===== config.mk =====
export PLATFORM = sky130hd
export DESIGN_NAME = seven_segment_scan_serializer
export DESIGN_NICKNAME = d
export VERILOG_FILES = /design/src/hdl/sss_pkg.sv /design/src/hdl/seven_segment_scan_serializer.sv
export SDC_FILE = /design/constraint.sdc
export NUM_CORES = 1
export LEC_CHECK = 0
export ABC_CLOCK_PERIOD_IN_PS = 5200
export BUFFER_PORTS_ARGS = -buffer_cell sky130_fd_sc_hd__buf_2
export CAP_MARGIN = 20
export CORE_ASPECT_RATIO = 1.1
export CORE_UTILIZATION = 48
export CTS_BUF_LIST = sky130_fd_sc_hd__clkbuf_16
export DETAILED_ROUTE_END_ITERATION = 8
export PLACE_DENSITY = 0.69
export SETUP_SLACK_MARGIN = 0.15
export SLEW_MARGIN = 20
export SYNTH_ARGS = -nofsm -noshare
export SYNTH_HDL_FRONTEND = slang
export SYNTH_SLANG_ARGS = --single-unit

===== constraint.sdc =====
create_clock -name clk_i -period 5.2 [get_ports clk_i]
set_clock_uncertainty 0.15 [all_clocks]
set_input_delay 1.04 -clock clk_i [delete_from_list [all_inputs] [get_ports clk_i]]
set_output_delay 1.04 -clock clk_i [all_outputs]
set_load 0.01 [all_outputs]

===== src/hdl/sss_pkg.sv =====
// sss_pkg: shared types, codes and the segment lookup for the seven-segment
// scan serializer. No dependencies; imported by the top level and its checker.

package sss_pkg;

  // field widths
  localparam int unsigned OpW        = 2;
  localparam int unsigned CodeW      = 5;
  localparam int unsigned NumW       = 8;
  localparam int unsigned BitsPerByte = 8;
  localparam int unsigned RunBits    = 2 * BitsPerByte;
  localparam int unsigned RunCntW    = $clog2(RunBits + 1);

  // operation codes
  localparam logic [OpW-1:0] OP_TICK   = 2'd0;
  localparam logic [OpW-1:0] OP_SET4   = 2'd1;
  localparam logic [OpW-1:0] OP_SETNUM = 2'd2;

  // character codes
  localparam logic [CodeW-1:0] CODE_BLANK = 5'd11;
  localparam logic [CodeW-1:0] CODE_LAST  = 5'd16;
  localparam logic [BitsPerByte-1:0] SEG_BLANK   = 8'hFF;
  localparam logic [BitsPerByte-1:0] POS_TOP_BIT = 8'h80;

  typedef logic [CodeW-1:0] code_t;
  typedef logic [BitsPerByte-1:0] seg_t;

  // active-low segment byte for a character code, blank above the last code
  function automatic seg_t seg_of(input code_t code);
    seg_t seg;
    unique case (code)
      5'd0:    seg = 8'h03;
      5'd1:    seg = 8'h9F;
      5'd2:    seg = 8'h25;
      5'd3:    seg = 8'h0D;
      5'd4:    seg = 8'h99;
      5'd5:    seg = 8'h49;
      5'd6:    seg = 8'h41;
      5'd7:    seg = 8'h1F;
      5'd8:    seg = 8'h01;
      5'd9:    seg = 8'h09;
      5'd10:   seg = 8'hFD;
      5'd11:   seg = 8'hFF;
      5'd12:   seg = 8'h11;
      5'd13:   seg = 8'h91;
      5'd14:   seg = 8'h49;
      5'd15:   seg = 8'h71;
      5'd16:   seg = 8'h61;
      default: seg = SEG_BLANK;
    endcase
    return seg;
  endfunction

endpackage


===== src/hdl/seven_segment_scan_serializer.sv =====
// seven_segment_scan_serializer: top level, input register, code store and
// sixteen-bit output serializer. Depends on sss_pkg.

// A refresh tick produces one run of sixteen serial bits, one per cycle at
// best, LSB first: the active-low segment byte of the current digit followed
// by the one-hot position byte; latch_after_o marks the last bit of the run.
// Set operations (four codes, or a lead code plus a number in decimal)
// produce no output. Input items pass through one input register; set
// operations flow at one per cycle unless a tick ahead of them waits, and a
// tick waits in that register until the output shift register can take its
// run, so the serializer takes no new tick before the current run's final
// transfer; it loads the next run in the same cycle as that final transfer.
module seven_segment_scan_serializer #(
  parameter int unsigned DIGIT_COUNT = 4
) (
  input  logic                     clk_i,
  input  logic                     rst_ni,
  input  logic                     in_valid_i,
  output logic                     in_ready_o,
  input  logic [sss_pkg::OpW-1:0]  operation_i,
  input  logic [sss_pkg::CodeW-1:0] code0_i,
  input  logic [sss_pkg::CodeW-1:0] code1_i,
  input  logic [sss_pkg::CodeW-1:0] code2_i,
  input  logic [sss_pkg::CodeW-1:0] code3_i,
  input  logic [sss_pkg::NumW-1:0] number_i,
  output logic                     out_valid_o,
  input  logic                     out_ready_i,
  output logic                     serial_bit_o,
  output logic                     latch_after_o,
  output logic [1:0]               scan_digit_o
);
  import sss_pkg::*;

  localparam int unsigned PosW = (DIGIT_COUNT > 1) ? $clog2(DIGIT_COUNT) : 1;

  // input register
  logic               s1_valid_q;
  logic [OpW-1:0]     s1_op_q;
  code_t              s1_c0_q, s1_c1_q, s1_c2_q, s1_c3_q;
  logic [NumW-1:0]    s1_num_q;
  logic               s1_advance;

  // digit state
  code_t              codes_q [4];
  logic [PosW-1:0]    pos_q;

  // serializer
  logic [RunBits-1:0] word_q;
  logic [RunCntW-1:0] cnt_q;
  logic [1:0]         run_pos_q;
  logic               out_xfer;
  logic               ser_free;
  logic               load;

  assign out_xfer   = out_valid_o && out_ready_i;
  assign ser_free   = (cnt_q == '0) || ((cnt_q == RunCntW'(1)) && out_ready_i);
  assign s1_advance = s1_valid_q && ((s1_op_q != OP_TICK) || ser_free);
  assign load       = s1_valid_q && (s1_op_q == OP_TICK) && ser_free;
  assign in_ready_o = !s1_valid_q || s1_advance;

  // input register control
  always_ff @(posedge clk_i or negedge rst_ni) begin
    if (!rst_ni) begin
      s1_valid_q <= 1'b0;
    end else if (in_ready_o) begin
      s1_valid_q <= in_valid_i;
    end
  end

  // input register payload
  always_ff @(posedge clk_i) begin
    if (in_ready_o && in_valid_i) begin
      s1_op_q  <= operation_i;
      s1_c0_q  <= code0_i;
      s1_c1_q  <= code1_i;
      s1_c2_q  <= code2_i;
      s1_c3_q  <= code3_i;
      s1_num_q <= number_i;
    end
  end

  // decimal split of the number by reciprocal multiplication
  logic [15:0] prod_tens;
  logic [15:0] prod_hund;
  logic [4:0]  rest;
  logic [1:0]  hund;
  logic [7:0]  rest_x10;
  logic [4:0]  hund_x10;
  logic [3:0]  ones;
  logic [3:0]  tens;

  always_comb begin
    prod_tens = 16'(s1_num_q) * 16'd205;
    prod_hund = 16'(s1_num_q) * 16'd41;
    rest      = prod_tens[15:11];
    hund      = prod_hund[13:12];
    rest_x10  = 8'(rest) * 8'd10;
    hund_x10  = 5'(hund) * 5'd10;
    ones      = 4'(s1_num_q - rest_x10);
    tens      = 4'(rest - hund_x10);
  end

  // run word for the current position
  logic [2:0]          pos_ext;
  logic [3:0]          pos_inc;
  code_t               cur_code;
  seg_t                cur_seg;
  seg_t                onehot;
  logic [PosW-1:0]     pos_next;

  always_comb begin
    pos_ext  = 3'(pos_q);
    pos_inc  = 4'(pos_ext) + 4'd1;
    cur_code = (pos_ext < 3'd4) ? codes_q[pos_ext[1:0]] : CODE_BLANK;
    cur_seg  = seg_of(cur_code);
    onehot   = POS_TOP_BIT >> pos_ext;
    pos_next = (pos_inc >= 4'(DIGIT_COUNT)) ? '0 : PosW'(pos_inc);
  end

  // code store and scan position
  always_ff @(posedge clk_i or negedge rst_ni) begin
    if (!rst_ni) begin
      codes_q[0] <= 5'd8;
      codes_q[1] <= 5'd9;
      codes_q[2] <= 5'd10;
      codes_q[3] <= CODE_BLANK;
      pos_q      <= '0;
    end else if (s1_advance) begin
      priority if (s1_op_q == OP_SET4) begin
        codes_q[0] <= s1_c0_q;
        codes_q[1] <= s1_c1_q;
        codes_q[2] <= s1_c2_q;
        codes_q[3] <= s1_c3_q;
      end else if (s1_op_q == OP_SETNUM) begin
        codes_q[0] <= s1_c0_q;
        codes_q[3] <= CodeW'(ones);
        if (rest != '0) begin
          codes_q[2] <= CodeW'(tens);
          codes_q[1] <= (hund != '0) ? CodeW'(hund) : CODE_BLANK;
        end else begin
          codes_q[2] <= CODE_BLANK;
          codes_q[1] <= CODE_BLANK;
        end
      end else if (s1_op_q == OP_TICK) begin
        pos_q <= pos_next;
      end else begin
        pos_q <= pos_q;
      end
    end
  end

  // serializer count
  always_ff @(posedge clk_i or negedge rst_ni) begin
    if (!rst_ni) begin
      cnt_q <= '0;
    end else if (load) begin
      cnt_q <= RunCntW'(RunBits);
    end else if (out_xfer) begin
      cnt_q <= cnt_q - RunCntW'(1);
    end
  end

  // serializer data, shifted right on each transfer
  always_ff @(posedge clk_i) begin
    if (load) begin
      word_q    <= {onehot, cur_seg};
      run_pos_q <= pos_ext[1:0];
    end else if (out_xfer) begin
      word_q    <= word_q >> 1;
    end
  end

  assign out_valid_o   = (cnt_q != '0);
  assign serial_bit_o  = word_q[0];
  assign latch_after_o = (cnt_q == RunCntW'(1));
  assign scan_digit_o  = run_pos_q;

endmodule


* Word-level counts from Yosys, hierarchy flattened *
Memories as Yosys holds them, arrays and structs flattened.
Index checks and enable logic that the tools add are counted.

storage, ports and cells
  register bits after elaboration = 76
  bits in latches = 0
  memory bits (writable) = 0
  memory bits (read-only) = 224
  bits of input ports = 34
  output and inout bits = 6
  logic and storage cells = 65
  memories = 1

memory list
  memory            depth  bits a word  rd ports  clocked after memory_dff  wr ports  RTL line       source
  (name not given)  32     7            1         0                         0         sss_pkg.sv:31  unique case (code)

operators by class
  $add $sub $neg = 4
  multipliers = 4
  divide/modulo/power cells = 0
  order comparisons = 2
  eq/ne operators = 3
  shift-type cells = 1
  multiplexer cells = 12
  bitwise operators = 3
  reductions and logical operators = 20

operators with widths
  kind                                                       number
  2-to-1 mux 20 bit                                          2
  2-to-1 mux 16 bit                                          2
  2-to-1 mux 5 bit                                           4
  multiplier 8 x 8 -> 16 bit (second input constant)         1
  multiplier 8 x 6 -> 14 bit (second input constant)         1
  binary-select mux 5 bit (select 2 bit)                     1
  nonzero test 5 bit                                         2
  2-to-1 mux 9 bit                                           1
  nonzero test 2 bit                                         4
  >> shifter 8 x 2 -> 8 bit (first input constant)           1
  subtractor 4 bit                                           2
  greater-or-equal comparator 3 bit (second input constant)  2
  logical AND 1 bit                                          6
  == test 5 x 1 -> 1 bit (second input constant)             1
  zero test 5 bit                                            1
  multiplier 5 x 3 -> 3 bit (second input constant)          1
  subtractor 5 x 1 -> 5 bit (second input constant)          1
  2-to-1 mux 4 bit                                           1
  AND reduction 4 bit                                        1
  adder 2 x 1 -> 3 bit (second input constant)               1
  logical OR 1 bit                                           3
  multiplier 2 x 3 -> 3 bit (second input constant)          1
  NOT 2 -> 3 bit                                             1
  == test 2 x 1 -> 1 bit (second input constant)             1
  6 further kinds                                            7

* Logic depth before layout (Yosys ltp) *
Gate-level depths: netlist of run 1.

  word-level depth = 7
  mapped depth = 21
  depth with buffers taken out = 20

* Least setup slack after synthesis of run 1 *
OpenSTA, ideal clock, no wires.

  kind = register to register
  start = register s1_num_q[6]
  end = register codes_q[3] in the netlist's numbering
  setup time = 0.073 ns
  arrival time = 4.923 ns
  data required time = 4.977 ns
  setup slack = 0.054 ns
  cell stages (with the launch flop) = 22
  path buffers = 1
  clock period less this slack = 5.146 ns
  cells stage by stage = edfxtp_1 -> ha_1 -> fa_1 -> fa_1 -> inv_1 -> fa_1 -> inv_1 -> ha_1 -> a211oi_2 -> nor2_1 -> or3_1 -> buf_4 -> xnor2_1 -> inv_1 -> ha_1 -> inv_1 -> fa_1 -> xnor2_1 -> xnor2_1 -> xnor2_1 -> nand2b_1 -> a21oi_1

on the way
  cells in the longest elaborated chain, start to end = 5

RTL lines
  what                        RTL line                              source
  start, declared             seven_segment_scan_serializer.sv:40   logic [NumW-1:0] s1_num_q;
  start signal, assigned      seven_segment_scan_serializer.sv:78   s1_num_q <= number_i;
  multiplier 8 x 8 -> 16 bit  seven_segment_scan_serializer.sv:93   prod_tens = 16'(s1_num_q) * 16'd205;
  multiplier 5 x 3 -> 3 bit   seven_segment_scan_serializer.sv:97   rest_x10 = 8'(rest) * 8'd10;
  subtractor 4 bit            seven_segment_scan_serializer.sv:99   ones = 4'(s1_num_q - rest_x10);
  2-to-1 mux 20 bit           seven_segment_scan_serializer.sv:134  end else if (s1_op_q == OP_SETNUM) begin
  2-to-1 mux 20 bit           seven_segment_scan_serializer.sv:129  priority if (s1_op_q == OP_SET4) begin
  end, declared               seven_segment_scan_serializer.sv:44   code_t codes_q [4];

No other way between the ends. The select of a mux whose other input is x is not followed.
A chain may end at the register's enable or synchronous reset.

* Final worst setup path of run 1 *
  start = register s1_num_q[5]
  end = register codes_q[11] in the netlist's numbering

on the way
  cells in the longest elaborated chain, start to end = 6
  elaborated cells between the ends (all ways) = 8
  classes of those cells = mul (2); mux (4); reduce/logical (2)

RTL lines
  what                        RTL line                              source
  multiplier 8 x 6 -> 14 bit  seven_segment_scan_serializer.sv:94   prod_hund = 16'(s1_num_q) * 16'd41;
  nonzero test 2 bit          seven_segment_scan_serializer.sv:139  codes_q[1] <= (hund != '0) ? CodeW'(hund) : CODE_BLANK;
  2-to-1 mux 4 bit            seven_segment_scan_serializer.sv:139
  2-to-1 mux 9 bit *          seven_segment_scan_serializer.sv:137  if (rest != '0) begin
  2-to-1 mux 20 bit *         seven_segment_scan_serializer.sv:134
  2-to-1 mux 20 bit *         seven_segment_scan_serializer.sv:129

Every way passes the cells marked *; elsewhere a longest branch is shown, timed or not. The select of a mux whose other input is x is not followed.

==> impl_metrics.csv, run 1 <==
group,metric,value,unit
grt,grt_pass1_vias,3501,
placement,numPortBuffers,39,
timing,fin_crit_sh,96.03,%
clock_network,cts_root_buffer,"clkbuf_16",
timing,relSlewSlack,41.19,%
setup_path,required,5240,ps
detailed_routing,post_drt_wl_per_cell,15.05,µm
synth,async_flop_share,36.84,%
clock_network,numCtsBuffers,9,
floorplanning,row_count,39,
grt,antenna_found_initial,0,
synth,avgSynthCellArea,11.40,µm²
grt,overflow,0,
pwr,power.share.combinational,50.2,%
detailed_routing,via_per_inst,5.269,
synth,synth_cell_types,55,
setup_path,worst-setup-path-type,"reg -> reg",
floorplanning,die-width,100.1,µm
pwr,ir_drop,0.2433,mV
grt,grtUsageMet3,3.560,%
detailed_routing,drcViolationCount,0,
synth,ys_warn_count,0,
cells_and_area,final_core_util,57.92,%
pwr,p_leak,2.729,nW
detailed_routing,first_pass_iters,4,
run,max_cap_viol_count,0,
placement,dp_slack,97.58,ps
synth,synth_area,0.005082,mm²
grt,grt_first_pass_wirelength,16.32,mm
timing,clock.fmax,0.2003,GHz
synth,ys.flop_type,"edfxtp_1",
cells_and_area,nets,630,
setup_path,crit_top_cell,"fa_1",
timing,finalHoldViolCount,0,
placement,gp_congestion,0.7892,
detailed_routing,first_iter_violations,99,
cells_and_area,final_common_cell,"ha_1",
synth,seq_area_frac_synth,42.34,%
grt,grt_util_met1,25.00,%
floorplanning,fp.dieH,109.9,µm
timing,min_period,4993,ps
min_path,hp-class,"reg -> reg",
detailed_routing,num_vias,3404,
floorplanning,dieArea,0.01100,mm²
floorplanning,core-area,0.01034,mm²
clock_network,cts.sinks,76,
grt,grt_most_used_layer,"met2",
min_path,hold_start,"s1_c0_q[4]",
floorplanning,io_pins,40,
pwr,power_density,543.6,mW/mm²
setup_path,max_stage_delay,520,ps
clock_network,cts_htree_levels,3,
synth,synth_edf_count,48,
pwr,pwr-share-clk,21.3,%
clock_network,clockBufferDepth,2,
setup_path,worstPathMaxFanout,7,
setup_path,crit_arrival,5030,ps
detailed_routing,drt.antenna.violating_nets,0,
clock_network,clk_pin_slew,60,ps
pwr,seq_power_share,28.6,%
setup_path,startpoint_type,"flip-flop",
grt,grt_max_degree,31,
grt,gr-usage-met2,32.56,%
placement,hpwlAfterDp,7.396,mm
floorplanning,initial_core_util,49.13,%
setup_path,startpoint,"s1_num_q[5]",
timing,rsz0062_at_grt,"yes",
cells_and_area,drive_gt1_share,20.48,%
synth,synth-seq-cells,76,
cells_and_area,fillers,874,
synth,syn-num-nets,578,
setup_path,r2r-start,"s1_num_q[5]",
pwr,p_int,2.028,mW
cells_and_area,num_antenna_cells,0,
placement,place_area,0.005574,mm²
detailed_routing,wl,9.723,mm
timing,setup_ws,206.6,ps
timing,tightest_slew,879.7,ps
clock_network,clkLatencyLatePin,340,ps
cells_and_area,final_area,0.005992,mm²
clock_network,cts_tree,"yes",
pwr,p_sw,1.229,mW
grt,grtUsageTotal,19.43,%
synth,netlist_instances,446,
setup_path,crit_slowest_cell,"fa_1",
setup_path,end_kind,"flip-flop",
timing,whs,292.2,ps
timing,final_max_slew_viol_count,0,
outcome,status,"complete, no violations",
setup_path,crit_path_cell_trace,"ha_4 > fa_1 > fa_1 > inv_1 > fa_1 > inv_2 > ha_4 > a211oi_2 > nor2_1 > or3_4 > buf_12 > buf_4 > mux2i_1 > or4_4 > a41oi_4 > a32o_1 > o21ai_1",
cells_and_area,fin_cells,646,
cells_and_area,syn2layout_area_growth,17.90,%
placement,placedCellCount,625,
pwr,p_sw_share,37.74,%
cells_and_area,layout_common_cells,"ha_1, nand2_1, edfxtp_1",
timing,final-setup-viol-count,0,
[power groups by stage]
stage	sequential, mW	clock, mW	combinational (mW)
after floorplan	0.894	0	1.23
after global routing	0.948	0.730	1.85
after detailed placement	0.943	0	1.52
after global placement	0.934	0	1.48
final	0.930	0.692	1.63
after CTS	0.931	0.704	1.56
[state kept, by name (all words and copies together) (netlist names)]
name / cells
cnt_q: 5
codes_q: 20
pos_q: 2
s1_c0_q: 5
s1_c1_q: 5
s1_c2_q: 5
s1_c3_q: 5
s1_num_q: 8
s1_op_q: 2
s1_valid_q: 1
scan_digit_o: 2
word_q: 16
[cells in the mapped netlist, drive strengths merged (7+ instances only)]
library cell / n / area [µm²]
ha: 83 / 1039
nand3: 9 / 45.04
xnor2: 9 / 86.34
dfrtp: 20 / 500.5
inv: 46 / 172.7
o21ai: 22 / 110.1
nand2: 52 / 195.2
edfxtp: 48 / 1441
nor2: 17 / 63.81
xor2: 7 / 61.31
fa: 15 / 300.3
dfstp: 8 / 210.2
and2: 10 / 62.56
clkbuf: 10 / 37.54
a21oi: 12 / 60.06
[what timing repair did]
item	in CTS	in global routing
setup buffers	1	4
endpoints found under the hold margin	0	0
pin swaps	6	12
hold buffers	0	0
endpoints found under the setup margin	2	5
gates resized for setup	4	5
[metrics by stage]
step | total power [mW] | setup TNS [ps]
floorplan | 2.124 | 0
global placement | 2.415 | 0
detailed placement | 2.465 | 0
CTS | 3.195 | 0
global route | 3.529 | -37.37
finish | 3.257 | 0
[cell families after synthesis]
logic type                 after synthesis  share of synthesized area, %
and+or+nand+nor                        119                         11.30
xor gates and xnor gates                16                         2.905
muxes                                   11                         3.422
DFF                                     76                         42.34
adders and majority gates               98                         26.34
AOI/OAI and AO/OA                       66                         9.134
buffers and inverters                   60                         4.555
[critical path, delay by kind of cell, from the launching register on]
family                   cells  cell delay (ps)
adder cells (fa/ha/maj)      5             1980
AND/OR/NAND/NOR              3              960
AO/OA/AOI/OAI                4              810
flip-flops                   1              460
buffers and inverters        4              380
multiplexers                 1              110
[final timing paths]
check,endpoint,depth (start not counted),slack [ps]
worst max-delay path,codes_q[11],17,210
max in group asynchronous,codes_q[12],1,3900
worst min register to register,codes_q[19],2,290
worst max register to register,codes_q[11],17,210
min in group asynchronous,cnt_q[4],1,570
worst min-delay path,codes_q[19],2,290
[layer usage]
layer  wire, µm  vias up
met4        229        0
met2       4685       71
met3        302       17
met5          0        -
met1       4507     1630
li1           -     1686
[layout make-up]
type / instances / area (µm²) / share of cell area [%]
Sequential cell: 76 / 2152 / 35.92
Clock inverter: 7 / 105.1 / 1.754
Tap cell: 143 / 178.9 / 2.986
Timing Repair Buffer: 54 / 327.8 / 5.471
Clock buffer: 9 / 225.2 / 3.759
Inverter: 47 / 176.4 / 2.944
Multi-Input combinational cell: 310 / 2826 / 47.17
Note: power is estimated with default switching activity, not from simulation.
==> inputs of run 2 (changes only) <==
--- a/config.mk
+++ b/config.mk
@@ -5,6 +5,7 @@
 export SDC_FILE = /design/constraint.sdc
 export NUM_CORES = 1
 export LEC_CHECK = 0
+export ABC_AREA = 1
 export ABC_CLOCK_PERIOD_IN_PS = 5200
 export BUFFER_PORTS_ARGS = -buffer_cell sky130_fd_sc_hd__buf_2
 export CAP_MARGIN = 20
@@ -12,7 +13,7 @@
 export CORE_UTILIZATION = 48
 export CTS_BUF_LIST = sky130_fd_sc_hd__clkbuf_16
 export DETAILED_ROUTE_END_ITERATION = 8
-export PLACE_DENSITY = 0.69
+export PLACE_DENSITY = 0.68
 export SETUP_SLACK_MARGIN = 0.15
 export SLEW_MARGIN = 20
 export SYNTH_ARGS = -nofsm -noshare
==> run 2 against run 1 <==
The run now ends with design-rule violations left; die area rose by 5.4%; clock-buffer cell count did not move; largest power group unchanged; utilization fell by 1.6 points; flip-flop and latch count unchanged; first-iteration DRC count increased by 86%; wire length rose by 3.7%; synthesized cell count increased by 33%; critical path depth rose by 7; largest cell class unchanged; power fell by 7.5%; sequential share of layout area decreased by 0.89 points; setup slack better by 310 ps; non-clock buffer count fell by 5.
==> impl_metrics.csv, run 2 <==
group,metric,value,unit
floorplanning,die-width,102.8,µm
synth,async_flop_share,36.84,%
floorplanning,io_pins,40,
synth,synth.area.top_cells,"edfxtp_1, ha_1, nand2_1, dfrtp_1, fa_1",
pwr,power.share.combinational,47.3,%
pwr,ir_drop,0.2328,mV
timing,final_max_slew_viol_count,0,
cells_and_area,syn2layout_area_growth,14.56,%
grt,overflow,0,
floorplanning,core-area,0.01091,mm²
grt,grtUsageMet3,4.818,%
cells_and_area,layout_common_cells,"nand2_1, ha_1, inv_1",
setup_path,end_kind,"flip-flop",
setup_path,crit_top_cell,"nand2_1",
synth,avgSynthCellArea,9.043,µm²
timing,finalHoldViolCount,0,
setup_path,cp.buffers_inverters,5,
cells_and_area,final_common_cell,"nand2_1",
setup_path,path_delay_family,"adder cells",
floorplanning,row_count,40,
pwr,p_int,1.779,mW
synth,netlist.area_leader.share,26.88,%
grt,grt_max_degree,32,
pwr,p_sw,1.235,mW
clock_network,numCtsBuffers,9,
setup_path,crit_path_cell_trace,"buf_4 > ha_1 > ha_1 > inv_1 > fa_1 > inv_1 > fa_1 > ha_1 > nand2_1 > nand2_1 > inv_1 > nand2_1 > nand2_1 > nand2_1 > nand2_1 > nand2_1 > ha_1 > fa_1 > inv_1 > nand3_1 > nand2_1 > nand3_1 > nand2_1 > nand2_1",
placement,placedCellCount,773,
detailed_routing,num_vias,3978,
cells_and_area,largest_reg_flops,20,
grt,gr-usage-met2,32.40,%
synth,synth_edf_count,48,
grt,grt_pass1_vias,3911,
timing,relSlewSlack,37.69,%
grt,grt_most_used_layer,"met2",
cells_and_area,nets,777,
timing,clock.fmax,0.2135,GHz
clock_network,clk_pin_slew,60,ps
grt,grt_first_pass_wirelength,17.62,mm
synth,synth-seq-cells,76,
synth,netlist_instances,593,
pwr,p_leak,3.099,nW
setup_path,max_stage_delay,530,ps
timing,min_period,4684,ps
cells_and_area,fillers,993,
placement,gp_congestion,0.8493,
clock_network,clkLatencyLatePin,340,ps
setup_path,worstPathMaxFanout,6,
pwr,p_sw_share,40.96,%
clock_network,cts_root_buffer,"clkbuf_16",
pwr,seq_power_share,29.9,%
detailed_routing,wl,10.08,mm
synth,synth_cell_types,40,
detailed_routing,first_iter_violations,184,
cells_and_area,num_antenna_cells,0,
detailed_routing,first_pass_iters,8,
setup_path,startpoint_type,"flip-flop",
timing,rsz0062_at_grt,"no",
timing,setup_tns,0,ps
cells_and_area,drive_gt1_share,16.15,%
clock_network,cts_htree_levels,3,
detailed_routing,via_per_inst,4.991,
pwr,power_density,490.6,mW/mm²
synth,synthMostInstantiatedCell,"nand2_1",
grt,grt_util_met1,25.68,%
clock_network,clockBufferDepth,2,
cells_and_area,fin_cells,797,
outcome,violations,"design-rule violations",
outcome,status,"finished with violations",
cells_and_area,reg.largest.list,"codes_q (20), word_q (16), s1_num_q (8)",
clock_network,cts_tree,"yes",
grt,antenna_found_initial,0,
timing,tightest_slew,934.6,ps
placement,numPortBuffers,39,
grt,grtUsageTotal,19.58,%
run,max_cap_viol_count,0,
synth,syn-num-nets,725,
floorplanning,dieArea,0.01160,mm²
min_path,hp-class,"reg -> reg",
detailed_routing,post_drt_wl_per_cell,12.64,µm
synth,ys.flop_type,"edfxtp_1",
synth,ys_warn_count,0,
timing,final-setup-viol-count,0,
setup_path,worst-setup-path-type,"reg -> reg",
setup_path,crit_arrival,4800,ps
synth,synthTopCellsByCount,"nand2_1, ha_1, inv_1",
synth,synth_area,0.005363,mm²
detailed_routing,drcViolationCount,1,
synth,yosys.area.top_type,"edfxtp_1",
setup_path,required,5310,ps
detailed_routing,drt.antenna.violating_nets,0,
setup_path,crit_slowest_cell,"edfxtp_1",
floorplanning,initial_core_util,49.15,%
cells_and_area,top_register,"codes_q",
clock_network,cts.sinks,76,
pwr,pwr-share-clk,22.8,%
floorplanning,fp.dieH,112.9,µm
timing,fin_crit_sh,90.08,%
synth,seq_area_frac_synth,40.13,%
placement,hpwlAfterDp,7.642,mm
## run 2: changes by cell type after synthesis, sizes merged, moves of 5 or more
cell    delta
mux4       -5
nand3     +26
and2      -10
xnor2      -8
nand2b     -5
a21oi      +8
inv       +34
clkbuf     -9
nor2      +34
nand2    +126
## run 2: final timing paths
path                             start     endpoint  slack, ps  cells after the start
min reg2reg                 s1_c0_q[2]  codes_q[17]        300                      2
max in group asynchronous       rst_ni   codes_q[5]       3890                      1
max reg2reg                s1_num_q[5]   codes_q[8]        520                     24
min in group asynchronous       rst_ni     cnt_q[1]        580                      1
max                        s1_num_q[5]   codes_q[8]        520                     24
min                         s1_c0_q[2]  codes_q[17]        300                      2
## run 2: final cells by class
cell class                 instances  area [µm²]  share of cell area (%)
timing repair buffer              49       270.3                   4.399
inverter                          81       306.5                   4.990
clock inverter                     7       105.1                   1.711
sequential                        76        2152                   35.03
clock buffer                       9       225.2                   3.666
tap                              147       183.9                   2.994
multi-input combinational        428        2900                   47.21
## run 2: kinds of logic after synthesis
logic type	share of synthesized area (%)
adders and majority gates	24.97
buffers and inverters	6.533
DFF	40.13
xor gates and xnor gates	0.6534
muxes	0.1867
AOI/OAI and AO/OA	5.670
and+or+nand+nor	21.86
## run 2: metrics by stage
step	hold WS (ps)	power (mW)	instance area [µm²]	worst slack (ps)	util (%)
after floorplan	268.4	1.986	5363	606.4	-
after global placement	274.3	2.255	5713	398.1	52.36
after detailed placement	283.7	2.300	5713	337.3	52.36
after CTS	303.7	3.010	6043	321.5	55.39
after global routing	331.2	3.316	6143	172.0	56.31
final	296.3	3.014	6143	515.9	56.31
## run 2: layer usage
metal / vias to the layer above / wire length [µm]
met1: 1837 / 4751
met3: 12 / 318
met2: 75 / 4874
met5: - / 0
met4: 0 / 133
li1: 2054 / -
## run 2: power groups by stage
stage / clock, mW / sequential, mW / combinational, mW
after CTS: 0.703 / 0.901 / 1.41
final: 0.689 / 0.901 / 1.42
after detailed placement: 0 / 0.912 / 1.39
after floorplan: 0 / 0.882 / 1.10
after global routing: 0.727 / 0.918 / 1.67
after global placement: 0 / 0.907 / 1.35
## run 2: timing repair
action / CTS / global route
resized for setup: 0 / 5
buffers inserted: 0 / 8
setup endpoints to repair: 0 / 2
hold buffers: 0 / 0
endpoints found under the hold margin: 0 / 0
## run 2: tightest hold or removal path: stages, from the launching register on
cell and delay, ps:
edfxtp_1 320, nand2_1 50, nand2_1 50
==> inputs of run 3 (changes only) <==
--- a/config.mk
+++ b/config.mk
@@ -13,7 +13,7 @@
 export CORE_UTILIZATION = 48
 export CTS_BUF_LIST = sky130_fd_sc_hd__clkbuf_16
 export DETAILED_ROUTE_END_ITERATION = 8
-export PLACE_DENSITY = 0.68
+export PLACE_DENSITY_LB_ADDON = 0.2
 export SETUP_SLACK_MARGIN = 0.15
 export SLEW_MARGIN = 20
 export SYNTH_ARGS = -nofsm -noshare
==> run 3 against run 2 <==
The run now ends clean; register-to-register slack got worse by 80 ps; wire length grew 2.7%; combinational power about the same; sequential share of layout area decreased by 0.11 points; sequential power fell by 0.4%; clock-buffer cell count unchanged; cell count increased by 0.13%; utilization increased by 0.17 points; die area did not move; first-iteration DRC count down 12%.
==> impl_metrics.csv, run 3 (same netlist as run 2, synthesis figures left out) <==
group,metric,value,unit
timing,setup_tns,0,ps
timing,relSlewSlack,37.09,%
pwr,power_density,492.3,mW/mm²
timing,finalHoldViolCount,0,
setup_path,startpoint,"s1_num_q[1]",
setup_path,max_stage_delay,540,ps
clock_network,clkLatencyLatePin,340,ps
floorplanning,initial_core_util,49.15,%
floorplanning,core-area,0.01091,mm²
clock_network,clockBufferDepth,2,
setup_path,r2r_cells,24,
timing,final_max_slew_viol_count,0,
placement,gp_congestion,0.8551,
timing,clock.fmax,0.2100,GHz
cells_and_area,fin_cells,798,
detailed_routing,first_pass_iters,5,
cells_and_area,num_antenna_cells,0,
clock_network,cts_htree_levels,3,
detailed_routing,drcViolationCount,0,
setup_path,crit_top_cell,"nand2_1",
placement,dp_slack,308.9,ps
min_path,hold_start,"s1_c0_q[2]",
min_path,worstHoldPathCells,2,
setup_path,path_delay_family,"adder cells",
setup_path,crit_arrival,4870,ps
grt,grtUsageTotal,19.69,%
placement,hpwlAfterDp,7.979,mm
floorplanning,io_pins,40,
pwr,p_leak,3.120,nW
grt,antenna_found_initial,0,
timing,tightest_slew,943.6,ps
timing,rsz0062_at_grt,"no",
timing,setup_ws,438.0,ps
cells_and_area,final_common_cell,"nand2_1",
setup_path,r2r_end,"codes_q[3]",
placement,numPortBuffers,39,
cells_and_area,top_register,"codes_q",
placement,placedCellCount,775,
setup_path,crit_path_cell_trace,"ha_4 > fa_1 > fa_1 > inv_1 > fa_1 > inv_1 > ha_1 > nand2_1 > nand2_1 > nand2_1 > nand2_1 > inv_2 > nand2_1 > nand2_1 > nand2_1 > inv_1 > ha_1 > inv_1 > fa_1 > xor2_1 > nand3_1 > nand2_1 > o21ai_1 > nand2_1",
cells_and_area,syn2layout_area_growth,14.91,%
clock_network,cts.sinks,76,
detailed_routing,wl,10.36,mm
setup_path,r2r-start,"s1_num_q[1]",
cells_and_area,layout_common_cells,"nand2_1, ha_1, inv_1",
cells_and_area,nets,778,
setup_path,cp-endpoint,"codes_q[3]",
setup_path,cp.buffers_inverters,5,
detailed_routing,drt.antenna.violating_nets,0,
clock_network,numCtsBuffers,9,
clock_network,cts_tree,"yes",
pwr,ir_drop,0.2365,mV
setup_path,required,5310,ps
detailed_routing,post_drt_wl_per_cell,12.98,µm
pwr,total_power,3.033,mW
timing,min_period,4762,ps
detailed_routing,via_per_inst,4.992,
clock_network,cts_root_buffer,"clkbuf_16",
grt,grt_max_degree,32,
timing,fin_crit_sh,91.58,%
min_path,hp-class,"reg -> reg",
floorplanning,die-width,102.8,µm
cells_and_area,drive_gt1_share,15.98,%
grt,grt_pass1_vias,4051,
detailed_routing,first_iter_violations,162,
grt,grt_first_pass_wirelength,17.81,mm
detailed_routing,num_vias,3984,
setup_path,rrSetupSlack,440,ps
floorplanning,dieArea,0.01160,mm²
setup_path,worstPathMaxFanout,5,
clock_network,clk_pin_slew,70,ps
setup_path,startpoint_type,"flip-flop",
setup_path,critical_path_depth,24,
setup_path,worst-setup-path-type,"reg -> reg",
floorplanning,fp.dieH,112.9,µm
cells_and_area,largest_reg_flops,20,
grt,overflow,0,
run,max_cap_viol_count,0,
cells_and_area,reg.largest.list,"codes_q (20), word_q (16), s1_num_q (8)",
setup_path,crit_slowest_cell,"fa_1",
outcome,status,"complete, no violations",
floorplanning,row_count,40,
timing,final-setup-viol-count,0,
setup_path,end_kind,"flip-flop",
[run 3: worst reg2reg max path: stages, from the launching register on]
cell	delay (ps)
edfxtp_1	500
ha_4	300
fa_1	510
fa_1	540
inv_1	50
fa_1	520
inv_1	40
ha_1	330
nand2_1	80
nand2_1	50
nand2_1	70
nand2_1	80
inv_2	60
nand2_1	50
nand2_1	50
nand2_1	120
inv_1	120
ha_1	150
inv_1	50
fa_1	390
xor2_1	160
nand3_1	80
nand2_1	50
o21ai_1	130
nand2_1	60
[run 3: cell type report]
| type | count | area (µm²) |
|---|---|---|
| fillers | 1008 | 4748 |
| multi-input cells | 428 | 2888 |
| flip-flops and latches | 76 | 2152 |
| inverters | 81 | 306.5 |
| repair buffers | 50 | 285.3 |
| clock buffers | 9 | 225.2 |
| well taps | 147 | 183.9 |
| clock inverters | 7 | 121.4 |
[run 3: per-stage QoR]
| step | instance area [µm²] | util (%) | hold WS, ps |
|---|---|---|---|
| global route | 6162 | 56.48 | 318.6 |
| detailed placement | 5736 | 52.57 | 285.4 |
| global placement | 5720 | 52.43 | 275.5 |
| floorplan | 5363 | - | 268.4 |
| CTS | 6082 | 55.75 | 299.9 |
| finish | 6162 | 56.48 | 292.9 |
[run 3: metal layers]
metal,track usage [%],wire [µm],vias to the layer above
li1,-,-,2055
met1,26.18,4879,1849
met2,32.53,4939,68
met3,3.953,387,12
met4,5.446,149,0
met5,0,0,-
[run 3: timing repair]
action                     4_1_cts  5_1_grt
buffers inserted                 0        7
gates resized for setup          0        4
hold buffers                     0        0
setup endpoints to repair        0        1
[run 3: worst min-delay path by stage]
stage	endpoint	slack, ps
2_1_floorplan	codes_q[15]	270
3_3_place_gp	codes_q[17]	280
3_5_place_dp	codes_q[18]	290
4_1_cts	codes_q[19]	300
5_1_grt	codes_q[18]	320
6_report	codes_q[17]	290
[run 3: power breakdown]
group / switching (mW) / internal [mW]
clock network: 0.251 / 0.472
logic: 0.890 / 0.524
registers: 0.0820 / 0.815
